<file path="src/sv/ssir_pkg.sv">
package ssir_pkg;

    // capacity, derived count width and fixed widths
    localparam int CAPACITY  = 64;
    localparam int VAL_W     = 32;
    localparam int CNT_W     = $clog2(CAPACITY + 1);
    localparam int OUT_CNT_W = 7;
    localparam int ST_W      = 3;

    // operation codes
    localparam logic OP_ADD    = 1'b0;
    localparam logic OP_REMOVE = 1'b1;

    // result status codes
    localparam logic [ST_W-1:0] ST_ADDED   = 3'd0;
    localparam logic [ST_W-1:0] ST_PRESENT = 3'd1;
    localparam logic [ST_W-1:0] ST_REMOVED = 3'd2;
    localparam logic [ST_W-1:0] ST_ABSENT  = 3'd3;
    localparam logic [ST_W-1:0] ST_FULL    = 3'd4;

    // controller to datapath commands
    typedef struct packed {
        logic load;
        logic cmp;
        logic upd;
    } t_cmd;

endpackage

</file>
<file path="src/sv/ssir_ctrl.sv">
module ssir_ctrl import ssir_pkg::*; (
    input  logic i_clk,
    input  logic i_rst_n,
    input  logic i_in_valid,
    output logic o_in_stall,
    output logic o_out_valid,
    input  logic i_out_stall,
    output t_cmd o_cmd
);

    localparam logic [1:0] S_IDLE = 2'd0;
    localparam logic [1:0] S_CMP  = 2'd1;
    localparam logic [1:0] S_UPD  = 2'd2;

    logic [1:0] r_state;
    logic [1:0] n_state;
    logic       r_out_valid;
    logic       n_out_valid;
    logic       out_free;

    // output register can take a new result
    assign out_free = !r_out_valid || !i_out_stall;

    // sequencer
    always_comb begin
        n_state = r_state;
        o_cmd   = '0;
        unique case (r_state)
            S_IDLE: begin
                if (i_in_valid) begin
                    o_cmd.load = 1'b1;
                    n_state    = S_CMP;
                end
            end
            S_CMP: begin
                o_cmd.cmp = 1'b1;
                n_state   = S_UPD;
            end
            S_UPD: begin
                if (out_free) begin
                    o_cmd.upd = 1'b1;
                    n_state   = S_IDLE;
                end
            end
            default: begin
                n_state = S_IDLE;
            end
        endcase
    end

    // result valid flag
    always_comb begin
        if (o_cmd.upd) begin
            n_out_valid = 1'b1;
        end else begin
            n_out_valid = r_out_valid && i_out_stall;
        end
    end

    always_ff @(posedge i_clk) begin
        if (!i_rst_n) begin
            r_state     <= S_IDLE;
            r_out_valid <= 1'b0;
        end else begin
            r_state     <= n_state;
            r_out_valid <= n_out_valid;
        end
    end

    assign o_in_stall  = (r_state != S_IDLE);
    assign o_out_valid = r_out_valid;

endmodule

</file>
<file path="config.mk">
export PLATFORM = sky130hd
export DESIGN_NAME = ssir_ctrl
export DESIGN_NICKNAME = d
export VERILOG_FILES = /design/src/sv/ssir_pkg.sv /design/src/sv/ssir_ctrl.sv
export SDC_FILE = /design/constraint.sdc
export NUM_CORES = 1
export LEC_CHECK = 0
export BUFFER_PORTS_ARGS = -buffer_cell sky130_fd_sc_hd__buf_2
export CAP_MARGIN = 20
export CORE_AREA = 2 2 39 41
export DETAILED_ROUTE_END_ITERATION = 8
export DIE_AREA = 0 0 41 43
export PLACE_DENSITY = 0.34
export SYNTH_ARGS = -nofsm -noshare
export SYNTH_HDL_FRONTEND = slang
export SYNTH_SLANG_ARGS = --single-unit
</file>
<file path="constraint.sdc">
create_clock -name i_clk -period 1.1 [get_ports i_clk]
set_input_delay 0.11 -clock i_clk [delete_from_list [all_inputs] [get_ports i_clk]]
set_output_delay 0.11 -clock i_clk [all_outputs]
set_load 0.01 [all_outputs]
</file>
* After elaboration in Yosys (flattened, before gate mapping)
Cells that the tools add are included.
Cells by class: equality and inequality tests 4, multiplexer cells 9, reduce and logical (&&, ||, !) cells 7
Operators with widths (number):
- 1-bit two-way mux | 6
- 2-bit one-hot mux with 3 select lines | 1
- 2-bit two-way mux | 2
- 2-bit != test, second input constant | 2
- 2-bit by 1-bit equality test with 1-bit output, second input constant | 1
- 2-bit equality test, second input constant | 1
- 1-bit logical NOT | 2
- 2-bit logical NOT | 1
- 2-bit AND reduction | 1
- 2-bit nonzero test | 1
- 1-bit logical AND | 1
- 1-bit logical OR | 1
Storage, ports and cells: register bits 3, input bits 4, output and inout port bits 5, logic and storage cells 22

* Logic depth before layout (Yosys ltp)
Gate-level depths: netlist (run 1).
word-level depth 5, mapped depth 2, mapped depth without buffers 2

* Worst setup path before layout (run 1)
No wires, ideal clock.
path kind flip-flop to flip-flop, start point register r_state[1], end point register r_state[1], library setup time 0.115 ns, data arrival time 0.710 ns, required time 0.985 ns, slack 0.275 ns, cell stages (with the launch flop) 3, path buffers 0, period minus slack after synthesis 0.825 ns, path through dfxtp_1 > and2b_4 > o21a_1
Between the ends: elaborated cells on any way between the ends 7, classes of those cells 4 x eq/ne; 1 x mux; 2 x reduce/logical
RTL lines:
- start: declaration | line ssir_ctrl.sv:15 | logic [1:0] r_state;
- start signal: assignment | line ssir_ctrl.sv:65 | r_state <= n_state;
- 2-bit equality test (tied with other cells) | line ssir_ctrl.sv:28 | unique case (r_state)
- 2-bit one-hot mux with 3 select lines * | line ssir_ctrl.sv:28
- net n_state[1] | line ssir_ctrl.sv:16 | logic [1:0] n_state;
The timed path passes the listed nets; every way through them passes the cells marked *. A chain may end at the register's enable or synchronous reset.

==> results.toml, run 1 <==
[outcome]
outcome = "completed"

[clock_network]
cts_tree = "yes"
clockBufferDepth = 2
cts.root.buffer_cell = "clkbuf_4"
h-tree-depth = 1
cts_num_sinks = 3
worstSkewPairLatency_ns = 0.23
cts_buffers = 3
holdBufCountCts = 0
clkTransAtPathRegs_ns = 0.04

[timing]
slew_viol_final = 0
slew-limit-headroom_pct = 90.7
timing.fmax_mhz = 950
finalHoldViolations = 0
fin_crit_ns = 1.05
rsz0062_at_grt = "true"
fin_crit_sh_pct = 95.6
finClkSkew_ns = 0.00157
worst-slew-pin-transition_ns = 0.140
setup_violations = 0
tns_ns = 0

[die]
die_h_um = 43
core_um2 = 1380
start_util_pct = 10.3
io_pins = 9
die_area_um2 = 1760
die-width_um = 41
rows = 14

[power_and_ir_drop]
p_int_mw = 0.277
p_sw_share_pct = 24.1
p_leak_nw = 0.111
peakVddDrop_uv = 525
combPwrFrac_pct = 12.1
power_frac_seq_pct = 33.4
p_sw_mw = 0.0880
pwr-share-clk_pct = 54.5
power_density_nw_per_um2 = 1550
fin_total_pwr_mw = 0.365

[final_layout]
final_cell_mix = "8 x buf_2, 3 x clkbuf_4, 2 x dfxtp_2"
post-route-util_pct = 17.0
layout_commonest_cell = "buf_2"
syn2layout_area_growth_pct = 64.9
nets = 30
drive_gt1_share_pct = 68.0
antennaDiodeCount = 0
nFillCells = 161

[setup_path]
crit_family = "flip-flops"
ff2ff_path_depth = 2
path_depth = 2
crit_buf_inv = 1
crit_chain = "and2b_4 > buf_2"
required_ns = 0.99
cp.arrival_ns = 0.94
start_kind = "register"
cp_slowest_stage_delay_ns = 0.34
critPathKind = "reg -> out"
crit_slowest_cell = "dfxtp_2"
worstPathMaxFanout = 5
crit_path_end_kind = "output port"

[drt]
avgRoutedWirePerCell_um = 9.05
num_vias = 134
first_pass_iters = 2
wirelength_um = 371
ant_nets = 0
viasPerCell = 3.27
drt_iter0_drc = 2
drcViolationCount = 0

[grt]
grt_pass1_vias = 149
gr-total-overflow = 0
antenna_found_initial = 0
grt_pass1_wl_um = 600
grt_usage_pct = 5.81
grt_max_degree = 6

[synth]
postSynthAreaPerCell_um2 = 10.2
syn_inst = 14
synth_cell_types = 12
synth_area_leaders = "dfxtp_1 42%, nor3b_2 8.8%, and2b_4 7.0%"
ys_seq_area_share_pct = 42.1
synth_top_area_share_pct = 42.1
synth_nets = 18
yosys.area.top_type = "dfxtp_1"
netlist_area_um2 = 143
yosysWarnings = 0
ys_ff_latch = 3

[placement]
routabilityCongestion = 0.574
dp_hpwl_um = 257
io_buffers = 8

[hold_path]
hold_path_class = "in -> reg"
whs_path_depth = 2

[flow_run]
max-cap-violations = 0
==> routing by layer <==
layer,GRT usage (%),part of all wire (%)
met1,6.39,46
met2,6.25,39
met3,4.71,15
met4,6.00,0
met5,0,0
==> power groups by stage <==
stage / combinational (mW) / sequential, mW / clock (mW)
CTS: 0.0449 / 0.122 / 0.213
floorplan: 0.0250 / 0.121 / 0
global placement: 0.0408 / 0.122 / 0
detailed placement: 0.0414 / 0.122 / 0
global route: 0.0492 / 0.123 / 0.218
finish: 0.0440 / 0.122 / 0.199
==> through the flow <==
step           worst slack (ns)  hold WS, ns  std cells  area (um2)
6_report                 0.0479        0.118         41         235
5_1_grt                -0.00827        0.144         41         235
4_1_cts                  0.0296        0.114         41         235
3_5_place_dp              0.223        0.365         37         195
3_3_place_gp              0.238        0.347         37         195
2_1_floorplan             0.275        0.227         14         143
==> worst paths after layout <==
check / end / start / slack [ns]
max: o_cmd[1] / r_state[1] / 0.05
min: r_state[1] / i_rst_n / 0.12
max reg2reg: r_state[1] / r_state[1] / 0.24
min reg2reg: o_out_valid / o_out_valid / 0.50
==> synth_stat cells, drive strengths merged <==
| library cell | instances |
|---|---|
| a21boi | 1 |
| a21oi | 1 |
| and2 | 1 |
| and2b | 1 |
| and4b | 1 |
| buf | 1 |
| dfxtp | 3 |
| nand2 | 1 |
| nand2b | 1 |
| nor3b | 1 |
| o21a | 1 |
| or2 | 1 |
==> layout make-up <==
type | count | area, um2 | share of cell area [%]
clock buffers | 4 | 26.3 | 11.2
flip-flops and latches | 3 | 62.6 | 26.6
multi-input cells | 10 | 86.3 | 36.7
repair buffers | 8 | 40.0 | 17.0
well taps | 16 | 20.0 | 8.51
==> state kept, by name, summed over array words and instances (netlist names) <==
| register | cells |
|---|---|
| o_out_valid | 1 |
| r_state | 2 |
==> kinds of logic (layout without fill, tap and decap cells) <==
logic type / after synthesis / count (layout) / share of synthesized area (%)
simple gates: 7 / 7 / 38.6
buf+inv: 1 / 12 / 5.27
flops: 3 / 3 / 42.1
compound gates: 3 / 3 / 14.0
==> what timing repair did <==
item                       4_1_cts  5_1_grt
resized for setup                4        0
setup endpoints to repair        1        2
cloned                           0        0
pin swaps                        0        1
buffers inserted                 0        0
(Power assumes the default switching activity.)
==> run 2: changes to the inputs <==
Settings changed: SETUP_SLACK_MARGIN set to 0.5, SLEW_MARGIN set to 10.
==> run 2 against run 1 <==
Sequential share of layout area shrank 1.4 points. Sequential power is essentially flat. Final cell count grew 2.4%. Wire length shrank 2.2%. Hold slack lost 0.0044 ns. Global-route usage shrank 0.30 points. Cell area grew 12%. Critical path type unchanged. Highest routed layer unchanged.
==> results.toml, run 2 (synthesis results as in run 1) <==
[grt]
grt_pass1_vias = 137
grt_usage_pct = 5.51
gr-total-overflow = 0
antenna_found_initial = 0
grt_pass1_wl_um = 565
grt_max_degree = 6

[final_layout]
final_cell_mix = "6 x buf_2, 3 x clkbuf_4, 2 x dfxtp_2, 2 x buf_6"
syn2layout_area_growth_pct = 84.2
instances_no_fill = 42
multi_input_area_um2 = 90.1
postLayoutCellArea_um2 = 263
register_area_um2 = 66.3
largest_reg_flops = 2
nFillCells = 161
antennaDiodeCount = 0
regMostFlops = "r_state"
layout_commonest_cell = "buf_2"
drive_gt1_share_pct = 76.9
nets = 31

[setup_path]
ff2ff_path_depth = 2
cp_slowest_stage_delay_ns = 0.33
r2r_setup_slack_ns = 0.25
cp.arrival_ns = 0.94
start_kind = "register"
crit_chain = "nand2b_4 > a21oi_2 > buf_2"
crit_path_end_kind = "output port"
crit_buf_inv = 1
worstPathMaxFanout = 5
crit_slowest_cell = "dfxtp_2"
path_depth = 3
required_ns = 0.99
critPathKind = "reg -> out"
crit_family = "flip-flops"

[clock_network]
cts.root.buffer_cell = "clkbuf_4"
holdBufCountCts = 0
cts_tree = "yes"
clkTransAtPathRegs_ns = 0.04
cts_num_sinks = 3
h-tree-depth = 1
clockBufferDepth = 2
worstSkewPairLatency_ns = 0.23
cts_buffers = 3

[die]
io_pins = 9
core_um2 = 1380
rows = 14
die_h_um = 43
die_area_um2 = 1760
die-width_um = 41
start_util_pct = 10.3

[timing]
fin_crit_ns = 1.05
tns_ns = 0
final.setup.worst_slack_ns = 0.0484
finalHoldViolations = 0
timing.fmax_mhz = 951
worst-slew-pin-transition_ns = 0.153
slew_viol_final = 0
finClkSkew_ns = 0.000751
fin_crit_sh_pct = 95.6
holdWs_ns = 0.114
setup_violations = 0
slew-limit-headroom_pct = 89.8
rsz0062_at_grt = "true"

[drt]
wirelength_um = 363
avgRoutedWirePerCell_um = 8.64
first_pass_iters = 2
num_vias = 136
ant_nets = 0
drt_iter0_drc = 2
viasPerCell = 3.24
drcViolationCount = 0

[hold_path]
whs_path_depth = 2
hold_path_class = "in -> reg"

[placement]
dpl_cell_area_um2 = 201
dp_hpwl_um = 249
placed_cells = 37
io_buffers = 8
routabilityCongestion = 0.490
pre_cts_slack_ns = 0.269

[flow_run]
max-cap-violations = 0

[power_and_ir_drop]
power_density_nw_per_um2 = 1380
peakVddDrop_uv = 510
p_leak_nw = 0.119

[outcome]
outcome = "completed"
==> run 2: cell types whose count changed in the layout (fill, tap and decap cells not counted), sizes merged <==
cell and delta:
buf +1
==> run 2: cell type report <==
cell class | count | area share, %
Clock buffer | 4 | 10.0
Multi-Input combinational cell | 10 | 34.3
Sequential cell | 3 | 25.2
Tap cell | 16 | 7.62
Timing Repair Buffer | 9 | 22.9
==> run 2: report_power, final <==
group | internal, mW | switching [mW]
clock | 0.136 | 0.0530
sequential | 0.114 | 0.00710
combinational | 0.0332 | 0.0207
==> run 2: worst paths after layout <==
check,to,from
worst max register to register,r_state[1],r_state[1]
worst min-delay path,r_state[1],i_rst_n
worst min register to register,o_out_valid,o_out_valid
worst max-delay path,o_cmd[0],r_state[0]
==> run 2: routing by layer <==
metal	up-vias	GRT usage, %	routed length, um
li1	70	-	-
met1	57	6.07	170
met2	9	5.31	140
met3	0	3.66	52
met4	0	8.00	0
met5	-	0	0
==> run 2: through the flow <==
stage	util, %	total power [mW]
5_1_grt	19.0	0.398
3_3_place_gp	14.6	0.164
3_5_place_dp	14.6	0.165
4_1_cts	19.0	0.375
2_1_floorplan	-	0.148
6_report	19.0	0.364
==> run 2: repair_timing <==
action | CTS | global route
setup buffers | 1 | 0
pin swaps | 4 | 0
gates resized for setup | 6 | 0
endpoints found under the setup margin | 8 | 8
==> run 3: changes to the inputs <==
Settings changed: CELL_PAD_IN_SITES_DETAIL_PLACEMENT set to 2, CELL_PAD_IN_SITES_GLOBAL_PLACEMENT set to 2, CTS_BUF_LIST set to sky130_fd_sc_hd__clkbuf_2, PLACE_DENSITY 0.34 to 0.48.
==> run 3 against run 2 <==
Sequential share of layout area is 0.58 points higher. Register-to-register slack hardly changed. Global-route usage is 0.71 points higher. Clock-buffer cell count stayed put. First-iteration DRC count is 50% lower. Combinational power is 4.3% higher. Highest routed layer unchanged. Critical path depth is 1 lower.
==> results.toml, run 3 (synthesis results as in run 1) <==
[setup_path]
r2r_start = "r_state[1]"
cp-startpoint = "r_state[1]"
required_ns = 0.99
endpoint = "o_cmd[2]"
critPathKind = "reg -> out"
crit_slowest_cell = "dfxtp_4"
cp.arrival_ns = 0.91
crit_path_end_kind = "output port"
worstReg2RegEnd = "r_state[1]"
start_kind = "register"
r2r_setup_slack_ns = 0.25
worstPathMaxFanout = 5
cp_slowest_stage_delay_ns = 0.36
crit_chain = "nor3b_2 > buf_2"
ff2ff_path_depth = 2

[outcome]
outcome = "completed"

[final_layout]
largest_reg_flops = 2
antennaDiodeCount = 0
nets = 32
syn2layout_area_growth_pct = 86.8
layout_commonest_cell = "buf_2"
drive_gt1_share_pct = 81.5
instances_no_fill = 43
final_cell_mix = "6 x buf_2, 4 x clkbuf_2, 2 x dfxtp_4, 2 x buf_6, 2 x buf_4"
regMostFlops = "r_state"

[drt]
num_vias = 145
avgRoutedWirePerCell_um = 10.0
drcViolationCount = 0
wirelength_um = 430
drt_iter0_drc = 1
first_pass_iters = 2
viasPerCell = 3.37
ant_nets = 0

[placement]
io_buffers = 8
routabilityCongestion = 0.584
placed_cells = 37

[clock_network]
holdBufCountCts = 0
cts_buffers = 3
h-tree-depth = 1
clockBufferDepth = 2
cts.root.buffer_cell = "clkbuf_2"
clkTransAtPathRegs_ns = 0.04
cts_tree = "yes"
worstSkewPairLatency_ns = 0.20
cts_num_sinks = 3

[timing]
slew_viol_final = 0
worst-slew-pin-transition_ns = 0.170
slew-limit-headroom_pct = 88.6
finalHoldViolations = 0
finClkSkew_ns = 0.000194
holdWs_ns = 0.141
fin_crit_ns = 1.02
tns_ns = 0
rsz0062_at_grt = "true"
setup_violations = 0
timing.fmax_mhz = 983
fin_crit_sh_pct = 92.5

[die]
die_h_um = 43
core_um2 = 1380
io_pins = 9
rows = 14
die-width_um = 41
start_util_pct = 10.3
die_area_um2 = 1760

[grt]
gr-total-overflow = 0
grt_pass1_vias = 149
antenna_found_initial = 0
grt_pass1_wl_um = 641
grt_max_degree = 6
grt_usage_pct = 6.22

[power_and_ir_drop]
power_density_nw_per_um2 = 1220
peakVddDrop_uv = 295
p_leak_nw = 0.125

[hold_path]
whs_path_depth = 2
hold_path_class = "in -> reg"

[flow_run]
max-cap-violations = 0
[run 3: cell type report]
| type | instances | area (um2) |
|---|---|---|
| timing repair buffer | 10 | 67.6 |
| fill | 166 | 1120 |
| sequential | 3 | 68.8 |
| multi-input combinational | 10 | 90.1 |
| tap | 16 | 20.0 |
| clock buffer | 4 | 20.0 |
[run 3: where the power goes]
group | switching, mW | total (mW) | internal, mW
Clock | 0.0546 | 0.151 | 0.0959
Sequential | 0.00731 | 0.119 | 0.112
Combinational | 0.0213 | 0.0562 | 0.0349
Total | 0.0833 | 0.326 | 0.243
[run 3: critical path: cells and delay by family, from the launching register on]
family	cells	cell delay (ns)
buf+inv	1	0.16
simple gates	1	0.19
flops	1	0.36
[run 3: worst min path at each step]
stage / startpoint / end / slack (ns)
3_5_place_dp: i_rst_n / r_state[1] / 0.35
2_1_floorplan: i_rst_n / r_state[1] / 0.23
4_1_cts: i_rst_n / r_state[1] / 0.13
5_1_grt: i_rst_n / r_state[0] / 0.14
3_3_place_gp: i_rst_n / r_state[0] / 0.35
6_report: i_rst_n / r_state[1] / 0.14
[run 3: through the flow]
step	instance area [um2]	util, %	power (mW)	setup slack (ns)
after floorplan	149	-	0.148	0.309
after global placement	201	14.6	0.165	0.273
after detailed placement	201	14.6	0.166	0.259
after CTS	253	18.3	0.337	0.0582
after global routing	267	19.3	0.356	0.0259
final	267	19.3	0.326	0.0828
[run 3: routing by layer]
layer / global-route usage (%) / wire length (um) / vias to the layer above
li1: - / - / 72
met1: 6.41 / 193 / 64
met2: 6.56 / 187 / 9
met3: 6.28 / 50 / 0
met4: 6.00 / 0 / 0
met5: 0 / 0 / -
[run 3: what timing repair did]
action,CTS,global route
pin swaps,2,2
gates resized for setup,5,2
buffers inserted,1,1
setup endpoints to repair,8,8
cloned,0,0
